===== config.mk =====
export PLATFORM = sky130hd
export DESIGN_NAME = grid_dfs_path_finder
export DESIGN_NICKNAME = d
export VERILOG_FILES = /design/src/gdfs_pkg.sv /design/src/gdfs_ram.sv /design/src/grid_dfs_path_finder.sv
export SDC_FILE = /design/constraint.sdc
export NUM_CORES = 2
export LEC_CHECK = 0
export ABC_CLOCK_PERIOD_IN_PS = 7950
export BUFFER_PORTS_ARGS = -buffer_cell sky130_fd_sc_hd__buf_4
export CAP_MARGIN = 10
export CORE_MARGIN = 3
export CORE_UTILIZATION = 50
export CTS_CLUSTER_SIZE = 12
export DETAILED_ROUTE_END_ITERATION = 10
export GPL_TIMING_DRIVEN = 0
export MAX_ROUTING_LAYER = met4
export PLACE_DENSITY = 0.7
export SETUP_SLACK_MARGIN = 0.02
export SLEW_MARGIN = 5
export SYNTH_ARGS = -nofsm -noshare
export SYNTH_HDL_FRONTEND = slang
export SYNTH_HIERARCHICAL = 1
export SYNTH_SLANG_ARGS = --single-unit

===== constraint.sdc =====
create_clock -name aclk -period 7.95 [get_ports aclk]
set_input_delay 0.795 -clock aclk [delete_from_list [all_inputs] [get_ports aclk]]
set_output_delay 0.795 -clock aclk [all_outputs]
set_load 0.01 [all_outputs]

===== src/gdfs_pkg.sv =====
// Package for the grid depth-first maze solver.
// Holds the transaction structs, cell and stack widths, register indexes and direction codes.
// No dependencies.
package gdfs_pkg;

    localparam int CELL_W      = 6;
    localparam int COORD_W     = 3;
    localparam int DIM_W       = 4;
    localparam int CELLS       = 64;
    localparam int STACK_DEPTH = 256;
    localparam int STACK_AW    = 8;
    localparam int STACK_CNT_W = 9;
    localparam int TRACE_W     = 6;
    localparam int CFG_IDX_W   = 3;
    localparam int CFG_DATA_W  = 4;

    typedef logic [CELL_W-1:0]  cell_idx_t;
    typedef logic [COORD_W-1:0] coord_t;

    typedef enum logic [CFG_IDX_W-1:0] {
        REG_ROWS_IN_USE = 3'd0,
        REG_COLS_IN_USE = 3'd1,
        REG_START_ROW   = 3'd2,
        REG_START_COL   = 3'd3,
        REG_EXIT_ROW    = 3'd4,
        REG_EXIT_COL    = 3'd5
    } cfg_reg_t;

    typedef enum logic [1:0] {
        DIR_UP    = 2'd0,
        DIR_LEFT  = 2'd1,
        DIR_DOWN  = 2'd2,
        DIR_RIGHT = 2'd3
    } dir_t;

    localparam logic KIND_WALL  = 1'b0;
    localparam logic KIND_SOLVE = 1'b1;

    typedef struct packed {
        logic   kind;
        coord_t cell_row;
        coord_t cell_col;
        logic   is_wall;
    } in_item_t;

    typedef struct packed {
        logic   found;
        coord_t path_row;
        coord_t path_col;
        logic   last;
    } out_item_t;

endpackage


===== src/gdfs_ram.sv =====
// Generic single-port-write, single-port-read synchronous RAM with registered read data.
// Used for every store of the maze solver. No dependencies.
module gdfs_ram #(
    parameter int WIDTH = 8,
    parameter int DEPTH = 64
) (
    input  logic                     aclk,
    input  logic                     we,
    input  logic [$clog2(DEPTH)-1:0] waddr,
    input  logic [WIDTH-1:0]         wdata,
    input  logic [$clog2(DEPTH)-1:0] raddr,
    output logic [WIDTH-1:0]         rdata
);

    logic [WIDTH-1:0] mem [DEPTH];

    always_ff @(posedge aclk) begin
        if (we) begin
            mem[waddr] <= wdata;
        end
        rdata <= mem[raddr];
    end

endmodule


===== src/grid_dfs_path_finder.sv =====
// Depth-first maze solver over a grid of up to GRID_ROWS x GRID_COLS cells.
// A wall transaction is taken in idle and written to the wall map. After reset the wall
// and visited maps are swept clear, cell by cell, and no input transaction is taken
// meanwhile. A solve first clears the visited map, then runs the search: each popped
// cell passes through the pop, pop-wait and visited-check states, and one not yet visited
// then steps through each direction and reads the wall and visited maps of each in-bounds
// neighbour, limited by the single read port of each store. The path is then traced back
// from the exit through the parent store, one item per path cell and a last one for the
// start cell; a solve with no path gives one item with found low. Results wait in an
// output register, and the next input transaction is taken once the solve finishes.
module grid_dfs_path_finder #(
    parameter int GRID_ROWS = 8,
    parameter int GRID_COLS = 8
) (
    input  logic                        aclk,
    input  logic                        aresetn,
    input  logic                        s_valid,
    output logic                        s_ready,
    input  gdfs_pkg::in_item_t          s_payload,
    output logic                        m_valid,
    input  logic                        m_ready,
    output gdfs_pkg::out_item_t         m_payload,
    input  logic                        cfg_we,
    input  logic [gdfs_pkg::CFG_IDX_W-1:0]  cfg_index,
    input  logic [gdfs_pkg::CFG_DATA_W-1:0] cfg_wdata
);

    import gdfs_pkg::*;

    typedef enum logic [9:0] {
        ST_IDLE  = 10'b0000000001,
        ST_CLEAR = 10'b0000000010,
        ST_POP   = 10'b0000000100,
        ST_POPW  = 10'b0000001000,
        ST_VCHK  = 10'b0000010000,
        ST_NB    = 10'b0000100000,
        ST_NBW   = 10'b0001000000,
        ST_TR    = 10'b0010000000,
        ST_TRW   = 10'b0100000000,
        ST_FAIL  = 10'b1000000000
    } state_t;

    state_t state_reg, state_next;

    logic [DIM_W-1:0] rows_reg, cols_reg;
    coord_t start_row_reg, start_col_reg, exit_row_reg, exit_col_reg;

    logic [CELL_W-1:0]      clr_idx_reg, clr_idx_next;
    logic                   clr_wall_reg, clr_wall_next;
    logic [STACK_CNT_W-1:0] stack_cnt_reg, stack_cnt_next;
    cell_idx_t              cur_reg, cur_next;
    cell_idx_t              nb_reg, nb_next;
    dir_t                   dir_reg, dir_next;
    logic [TRACE_W-1:0]     trace_cnt_reg, trace_cnt_next;
    logic                   m_valid_reg, m_valid_next;
    out_item_t              m_payload_reg, m_payload_next;

    logic                   wall_we, wall_wdata, wall_rdata;
    cell_idx_t              wall_waddr;
    logic                   vis_we, vis_wdata, vis_rdata;
    cell_idx_t              vis_waddr, vis_raddr;
    logic                   stk_we;
    logic [STACK_AW-1:0]    stk_waddr, stk_raddr;
    cell_idx_t              stk_wdata, stk_rdata;
    logic                   par_we;
    cell_idx_t              par_rdata;

    logic [DIM_W-1:0]       h_eff, w_eff;
    logic [STACK_CNT_W-1:0] cnt_dec;
    logic                   nb_ok, out_free, start_ok, wall_in_grid;
    coord_t                 cur_r, cur_c, nb_r, nb_c;
    cell_idx_t              nb_idx, start_idx;

    gdfs_ram #(.WIDTH(1), .DEPTH(CELLS)) u_wall_ram (
        .aclk  (aclk),
        .we    (wall_we),
        .waddr (wall_waddr),
        .wdata (wall_wdata),
        .raddr (nb_idx),
        .rdata (wall_rdata)
    );

    gdfs_ram #(.WIDTH(1), .DEPTH(CELLS)) u_visited_ram (
        .aclk  (aclk),
        .we    (vis_we),
        .waddr (vis_waddr),
        .wdata (vis_wdata),
        .raddr (vis_raddr),
        .rdata (vis_rdata)
    );

    gdfs_ram #(.WIDTH(CELL_W), .DEPTH(STACK_DEPTH)) u_stack_ram (
        .aclk  (aclk),
        .we    (stk_we),
        .waddr (stk_waddr),
        .wdata (stk_wdata),
        .raddr (stk_raddr),
        .rdata (stk_rdata)
    );

    gdfs_ram #(.WIDTH(CELL_W), .DEPTH(CELLS)) u_parent_ram (
        .aclk  (aclk),
        .we    (par_we),
        .waddr (nb_reg),
        .wdata (cur_reg),
        .raddr (cur_reg),
        .rdata (par_rdata)
    );

    assign s_ready   = (state_reg == ST_IDLE);
    assign m_valid   = m_valid_reg;
    assign m_payload = m_payload_reg;
    assign out_free  = !m_valid_reg || m_ready;

    always_comb begin
        if (rows_reg == '0) begin
            h_eff = DIM_W'(1);
        end else if (rows_reg > DIM_W'(GRID_ROWS)) begin
            h_eff = DIM_W'(GRID_ROWS);
        end else begin
            h_eff = rows_reg;
        end
        if (cols_reg == '0) begin
            w_eff = DIM_W'(1);
        end else if (cols_reg > DIM_W'(GRID_COLS)) begin
            w_eff = DIM_W'(GRID_COLS);
        end else begin
            w_eff = cols_reg;
        end
    end

    assign start_ok     = ({1'b0, start_row_reg} < h_eff) && ({1'b0, start_col_reg} < w_eff);
    assign start_idx    = {start_row_reg, start_col_reg};
    assign wall_in_grid = ({1'b0, s_payload.cell_row} < DIM_W'(GRID_ROWS))
                       && ({1'b0, s_payload.cell_col} < DIM_W'(GRID_COLS));
    assign cnt_dec      = stack_cnt_reg - STACK_CNT_W'(1);
    assign cur_r        = cur_reg[CELL_W-1:COORD_W];
    assign cur_c        = cur_reg[COORD_W-1:0];

    always_comb begin
        nb_r  = cur_r;
        nb_c  = cur_c;
        nb_ok = 1'b0;
        case (dir_reg)
            DIR_UP: begin
                nb_r  = cur_r - COORD_W'(1);
                nb_ok = (cur_r != '0);
            end
            DIR_LEFT: begin
                nb_c  = cur_c - COORD_W'(1);
                nb_ok = (cur_c != '0);
            end
            DIR_DOWN: begin
                nb_r  = cur_r + COORD_W'(1);
                nb_ok = (({1'b0, cur_r} + DIM_W'(1)) < h_eff);
            end
            DIR_RIGHT: begin
                nb_c  = cur_c + COORD_W'(1);
                nb_ok = (({1'b0, cur_c} + DIM_W'(1)) < w_eff);
            end
            default: begin
                nb_ok = 1'b0;
            end
        endcase
    end

    assign nb_idx = {nb_r, nb_c};

    always_ff @(posedge aclk) begin
        if (!aresetn) begin
            rows_reg      <= DIM_W'(8);
            cols_reg      <= DIM_W'(8);
            start_row_reg <= '0;
            start_col_reg <= '0;
            exit_row_reg  <= COORD_W'(7);
            exit_col_reg  <= COORD_W'(7);
        end else if (cfg_we) begin
            case (cfg_index)
                REG_ROWS_IN_USE: rows_reg      <= cfg_wdata;
                REG_COLS_IN_USE: cols_reg      <= cfg_wdata;
                REG_START_ROW:   start_row_reg <= cfg_wdata[COORD_W-1:0];
                REG_START_COL:   start_col_reg <= cfg_wdata[COORD_W-1:0];
                REG_EXIT_ROW:    exit_row_reg  <= cfg_wdata[COORD_W-1:0];
                REG_EXIT_COL:    exit_col_reg  <= cfg_wdata[COORD_W-1:0];
                default: begin
                end
            endcase
        end
    end

    always_comb begin
        state_next     = state_reg;
        clr_idx_next   = clr_idx_reg;
        clr_wall_next  = clr_wall_reg;
        stack_cnt_next = stack_cnt_reg;
        cur_next       = cur_reg;
        nb_next        = nb_reg;
        dir_next       = dir_reg;
        trace_cnt_next = trace_cnt_reg;
        m_valid_next   = m_valid_reg && !m_ready;
        m_payload_next = m_payload_reg;

        wall_we    = 1'b0;
        wall_waddr = {s_payload.cell_row, s_payload.cell_col};
        wall_wdata = s_payload.is_wall;
        vis_we     = 1'b0;
        vis_waddr  = clr_idx_reg;
        vis_wdata  = 1'b0;
        vis_raddr  = (state_reg == ST_POPW) ? stk_rdata : nb_idx;
        stk_we     = 1'b0;
        stk_waddr  = stack_cnt_reg[STACK_AW-1:0];
        stk_wdata  = nb_reg;
        stk_raddr  = cnt_dec[STACK_AW-1:0];
        par_we     = 1'b0;

        case (state_reg)
            ST_IDLE: begin
                if (s_valid) begin
                    if (s_payload.kind == KIND_SOLVE) begin
                        clr_idx_next  = '0;
                        clr_wall_next = 1'b0;
                        state_next    = ST_CLEAR;
                    end else begin
                        wall_we = wall_in_grid;
                    end
                end
            end
            ST_CLEAR: begin
                vis_we       = 1'b1;
                wall_we      = clr_wall_reg;
                wall_waddr   = clr_idx_reg;
                wall_wdata   = 1'b0;
                clr_idx_next = clr_idx_reg + CELL_W'(1);
                if (clr_idx_reg == CELL_W'(CELLS - 1)) begin
                    if (clr_wall_reg) begin
                        state_next = ST_IDLE;
                    end else if (start_ok) begin
                        stk_we         = 1'b1;
                        stk_waddr      = '0;
                        stk_wdata      = start_idx;
                        stack_cnt_next = STACK_CNT_W'(1);
                        state_next     = ST_POP;
                    end else begin
                        state_next = ST_FAIL;
                    end
                end
            end
            ST_POP: begin
                if (stack_cnt_reg == '0) begin
                    state_next = ST_FAIL;
                end else begin
                    stack_cnt_next = cnt_dec;
                    state_next     = ST_POPW;
                end
            end
            ST_POPW: begin
                cur_next   = stk_rdata;
                state_next = ST_VCHK;
            end
            ST_VCHK: begin
                if (vis_rdata) begin
                    state_next = ST_POP;
                end else begin
                    vis_we    = 1'b1;
                    vis_waddr = cur_reg;
                    vis_wdata = 1'b1;
                    if (cur_reg == {exit_row_reg, exit_col_reg}) begin
                        trace_cnt_next = '0;
                        state_next     = ST_TR;
                    end else begin
                        dir_next   = DIR_UP;
                        state_next = ST_NB;
                    end
                end
            end
            ST_NB: begin
                nb_next = nb_idx;
                if (nb_ok) begin
                    state_next = ST_NBW;
                end else if (dir_reg == DIR_RIGHT) begin
                    state_next = ST_POP;
                end else begin
                    dir_next = dir_t'(dir_reg + 2'd1);
                end
            end
            ST_NBW: begin
                if (!wall_rdata && !vis_rdata) begin
                    par_we = 1'b1;
                    if (stack_cnt_reg < STACK_CNT_W'(STACK_DEPTH)) begin
                        stk_we         = 1'b1;
                        stack_cnt_next = stack_cnt_reg + STACK_CNT_W'(1);
                    end
                end
                if (dir_reg == DIR_RIGHT) begin
                    state_next = ST_POP;
                end else begin
                    dir_next   = dir_t'(dir_reg + 2'd1);
                    state_next = ST_NB;
                end
            end
            ST_TR: begin
                if (out_free) begin
                    m_valid_next            = 1'b1;
                    m_payload_next.found    = 1'b1;
                    if (cur_reg == start_idx || trace_cnt_reg == TRACE_W'(CELLS - 1)) begin
                        m_payload_next.path_row = start_row_reg;
                        m_payload_next.path_col = start_col_reg;
                        m_payload_next.last     = 1'b1;
                        state_next              = ST_IDLE;
                    end else begin
                        m_payload_next.path_row = cur_r;
                        m_payload_next.path_col = cur_c;
                        m_payload_next.last     = 1'b0;
                        trace_cnt_next          = trace_cnt_reg + TRACE_W'(1);
                        state_next              = ST_TRW;
                    end
                end
            end
            ST_TRW: begin
                cur_next   = par_rdata;
                state_next = ST_TR;
            end
            ST_FAIL: begin
                if (out_free) begin
                    m_valid_next            = 1'b1;
                    m_payload_next.found    = 1'b0;
                    m_payload_next.path_row = '0;
                    m_payload_next.path_col = '0;
                    m_payload_next.last     = 1'b1;
                    state_next              = ST_IDLE;
                end
            end
            default: begin
                state_next = ST_IDLE;
            end
        endcase
    end

    always_ff @(posedge aclk) begin
        if (!aresetn) begin
            state_reg     <= ST_CLEAR;
            clr_idx_reg   <= '0;
            clr_wall_reg  <= 1'b1;
            stack_cnt_reg <= '0;
            dir_reg       <= DIR_UP;
            trace_cnt_reg <= '0;
            m_valid_reg   <= 1'b0;
        end else begin
            state_reg     <= state_next;
            clr_idx_reg   <= clr_idx_next;
            clr_wall_reg  <= clr_wall_next;
            stack_cnt_reg <= stack_cnt_next;
            dir_reg       <= dir_next;
            trace_cnt_reg <= trace_cnt_next;
            m_valid_reg   <= m_valid_next;
        end
    end

    always_ff @(posedge aclk) begin
        cur_reg       <= cur_next;
        nb_reg        <= nb_next;
        m_payload_reg <= m_payload_next;
    end

endmodule

==> impl_metrics.csv <==
group,metric,value,unit
route,ant_nets,0,
timing,finalHoldViolCount,0,
clock_network,root_buffer,"clkbuf_16",
final_layout,final_cell_mix,"edfxtp_1, nor2_1, mux4_2",
timing,slew_headroom,3.06,%
clock_network,post_cts_buffers,0,
place,hpwlAfterDp,162,mm
final_layout,largest_reg_flops,1536,
floorplan,dieArea,177000,um2
place,place_area,90000,um2
timing,period_needed,6.60,ns
timing,setup_ws,1.35,ns
clock_network,clk_pin_slew_worst_paths,0.06,ns
logic_synthesis,synth-seq-cells,2137,
clock_network,cts_hold_buf,0,
worst_setup_path,cp.required,8.46,ns
logic_synthesis,ys_seq_area_share,73.7,%
worst_setup_path,slowest_stage,"nor4_1",
route,via_per_inst,6.58,
place,dp_cells,7023,
grt,grt_use_total,28.1,%
floorplan,start_util,50.6,%
logic_synthesis,syn-instance-count,4672,
pwr,vdd_drop_max,0.269,mV
route,first_iter_violations,7549,
worst_setup_path,cp_slowest_stage_delay,0.74,ns
logic_synthesis,synth_ff_type,"edfxtp_1",
run,cap_violations,0,
clock_network,cts_buffers,206,
worst_setup_path,worst-setup-path-type,"register to register",
floorplan,die_h,421,um
final_layout,top_regs,"u_stack_ram/mem: 1536 flops, u_parent_ram/mem: 384 flops",
logic_synthesis,synthSimpleGateAreaFrac,5.67,%
worst_setup_path,worst-path-buf-inv,6,
clock_network,cts_tree,"done",
place,pre_cts_ws,1.85,ns
worst_setup_path,crit_path_end_kind,"register",
pwr,power.density,304,nW/um2
worst_setup_path,reg2reg_setup_slack,1.35,ns
place,portBuffers,29,
clock_network,clk_latency,0.85,ns
logic_synthesis,yosys_warnings,6,
route,num_vias,48400,
logic_synthesis,synth_edf_count,2068,
final_layout,nNetsFinal,4983,
floorplan,coreArea,170000,um2
logic_synthesis,synth_nets,4718,
min_path,hold_path.class,"input port to register",
grt,antenna_found_initial,8,
grt,grt_pass1_vias,47000,
timing,report.final.slew_viol_count,0,
route,wl_per_cell,33.1,um
logic_synthesis,yosys.area_share.adder,0.395,%
logic_synthesis,muxShareOfSynthArea,14.5,%
final_layout,layout.cells.non_filler,7359,
floorplan,rows,151,
grt,grt_overflow,0,
final_layout,design_area,95900,um2
floorplan,ioPinCount,30,
grt,grt_max_degree,146,
timing,grt_setup_unrepaired,"no",
logic_synthesis,async_reset_ff_share,0,%
timing,finClkSkew,0.0326,ns
clock_network,cts_resized,0,
timing,setup_viol,0,
logic_synthesis,synth_top_family_by_area,"multiplexers",
worst_setup_path,startpoint_type,"register",
status,status,"finished clean",
logic_synthesis,synth_compound_gate_area_share,3.59,%
place,gp_congestion,0.982,
worst_setup_path,critPathMaxFanout,10,
final_layout,final_common_cell,"edfxtp_1",
logic_synthesis,syn_area,86100,um2
logic_synthesis,synth-xor-area-share,0.376,%
floorplan,die_w,421,um
logic_synthesis,ys_types,85,
worst_setup_path,worstPathCellList,"clkbuf_1 -> inv_1 -> ha_1 -> xor2_1 -> clkbuf_1 -> buf_2 -> nor2_1 -> clkbuf_1 -> clkbuf_1 -> a22oi_1 -> a41oi_1 -> nor4_1 -> a41o_1 -> o221ai_1",
worst_setup_path,critPathArrivalTime,7.12,ns
worst_setup_path,crit_family,"buffers and inverters",
route,postRouteWirelength,244,mm
route,first_pass_iters,7,
clock_network,clockBufferDepth,3,
final_layout,largest_register,"u_stack_ram/mem",
final_layout,syn2layout_area_growth,11.3,%
logic_synthesis,syn_area_per_cell,18.4,um2
worst_setup_path,crit_top_cell,"clkbuf_1",
grt,grt_pass1_wl,346,mm
clock_network,cts.sinks,2137,
route,drc,0,
pwr,cellLeakagePower,30.3,nW
timing,setup-tns-final,0,ns
timing,layout_worst_path_cycle_share,83.0,%
timing,worst_pin_slew,1.45,ns
timing,max_clock_freq,151,MHz
clock_network,cts-htree-levels,4,
final_layout,final_layout_size_suffix_gt1_share,18.5,%
[cell families (layout without fill, tap and decap cells)]
group                    after synthesis  count (layout)
AO/OA/AOI/OAI                        439             439
flip-flops                          2137            2137
multiplexers                         658             658
other                                  0              10
XOR/XNOR                              37              37
AND/OR/NAND/NOR                     1072            1072
buffers and inverters                303             685
adder cells (fa/ha/maj)               26              26
[final timing paths]
path | start | cells after the start | endpoint
max | stack_cnt_reg[1]$_SDFFE_PN0P_ | 14 | u_stack_ram/rdata[1]$_DFF_P_
min | cfg_wdata[3] | 3 | rows_reg[3]$_SDFFE_PN1P_
max reg2reg | stack_cnt_reg[1]$_SDFFE_PN0P_ | 14 | u_stack_ram/rdata[1]$_DFF_P_
min reg2reg | trace_cnt_reg[1]$_SDFFE_PN0P_ | 2 | trace_cnt_reg[1]$_SDFFE_PN0P_
[synthesized netlist by cell type, types with 27 or more instances]
library cell	n	share of area, %
nor3_1	38	0.22
a21oi_1	74	0.43
edfxtp_1	2068	72
mux4_2	438	11
clkbuf_1	156	0.68
a22oi_1	88	0.77
inv_1	27	0.12
o22ai_1	35	0.25
buf_4	32	0.28
o21ai_0	53	0.31
o221ai_1	39	0.40
mux2_2	44	0.58
buf_2	54	0.31
mux2i_1	150	1.7
nand3_1	87	0.51
nor2_1	551	2.4
nand2_1	170	0.74
nand4_1	30	0.22
dfxtp_1	69	1.6
nor2b_1	40	0.29
[cell type report]
cell class,instances,area (um2)
antenna,10,25.0
buffer,275,1450
clock buffer,289,5590
clock inverter,36,323
fill,12800,74300
inverter,28,105
multi-input combinational,2232,21200
sequential,2137,63500
tap,2295,2870
timing repair buffer,57,836
[worst min-delay path, delay by kind of cell]
kind / cells / cell delay (ns)
buf+inv: 1 / 0.11
simple gates: 1 / 0.05
compound gates: 1 / 0.08
[where the power goes]
part / internal, W / switching, W
Clock: 0.00490 / 0.00401
Sequential: 0.0123 / 0.0000522
Combinational: 0.00256 / 0.00535
Total: 0.0197 / 0.00941
[routing by layer]
metal | vias to the layer above | wire [um] | track usage (%)
met5 | - | 0 | -
met1 | 25000 | 87700 | 36.4
met4 | 0 | 15700 | 14.8
met2 | 3339 | 110000 | 40.8
met3 | 732 | 30700 | 8.00
li1 | 19400 | - | -
[per-stage QoR]
step	total power [W]	hold slack, ns	utilization (%)
4_1_cts	0.0289	0.196	56.3
2_1_floorplan	0.0169	0.451	-
5_1_grt	0.0298	0.225	56.3
3_5_place_dp	0.0201	0.475	52.8
6_report	0.0292	0.250	56.3
3_3_place_gp	0.0201	0.473	52.4
No activity file was read; power rests on OpenSTA's default activity.
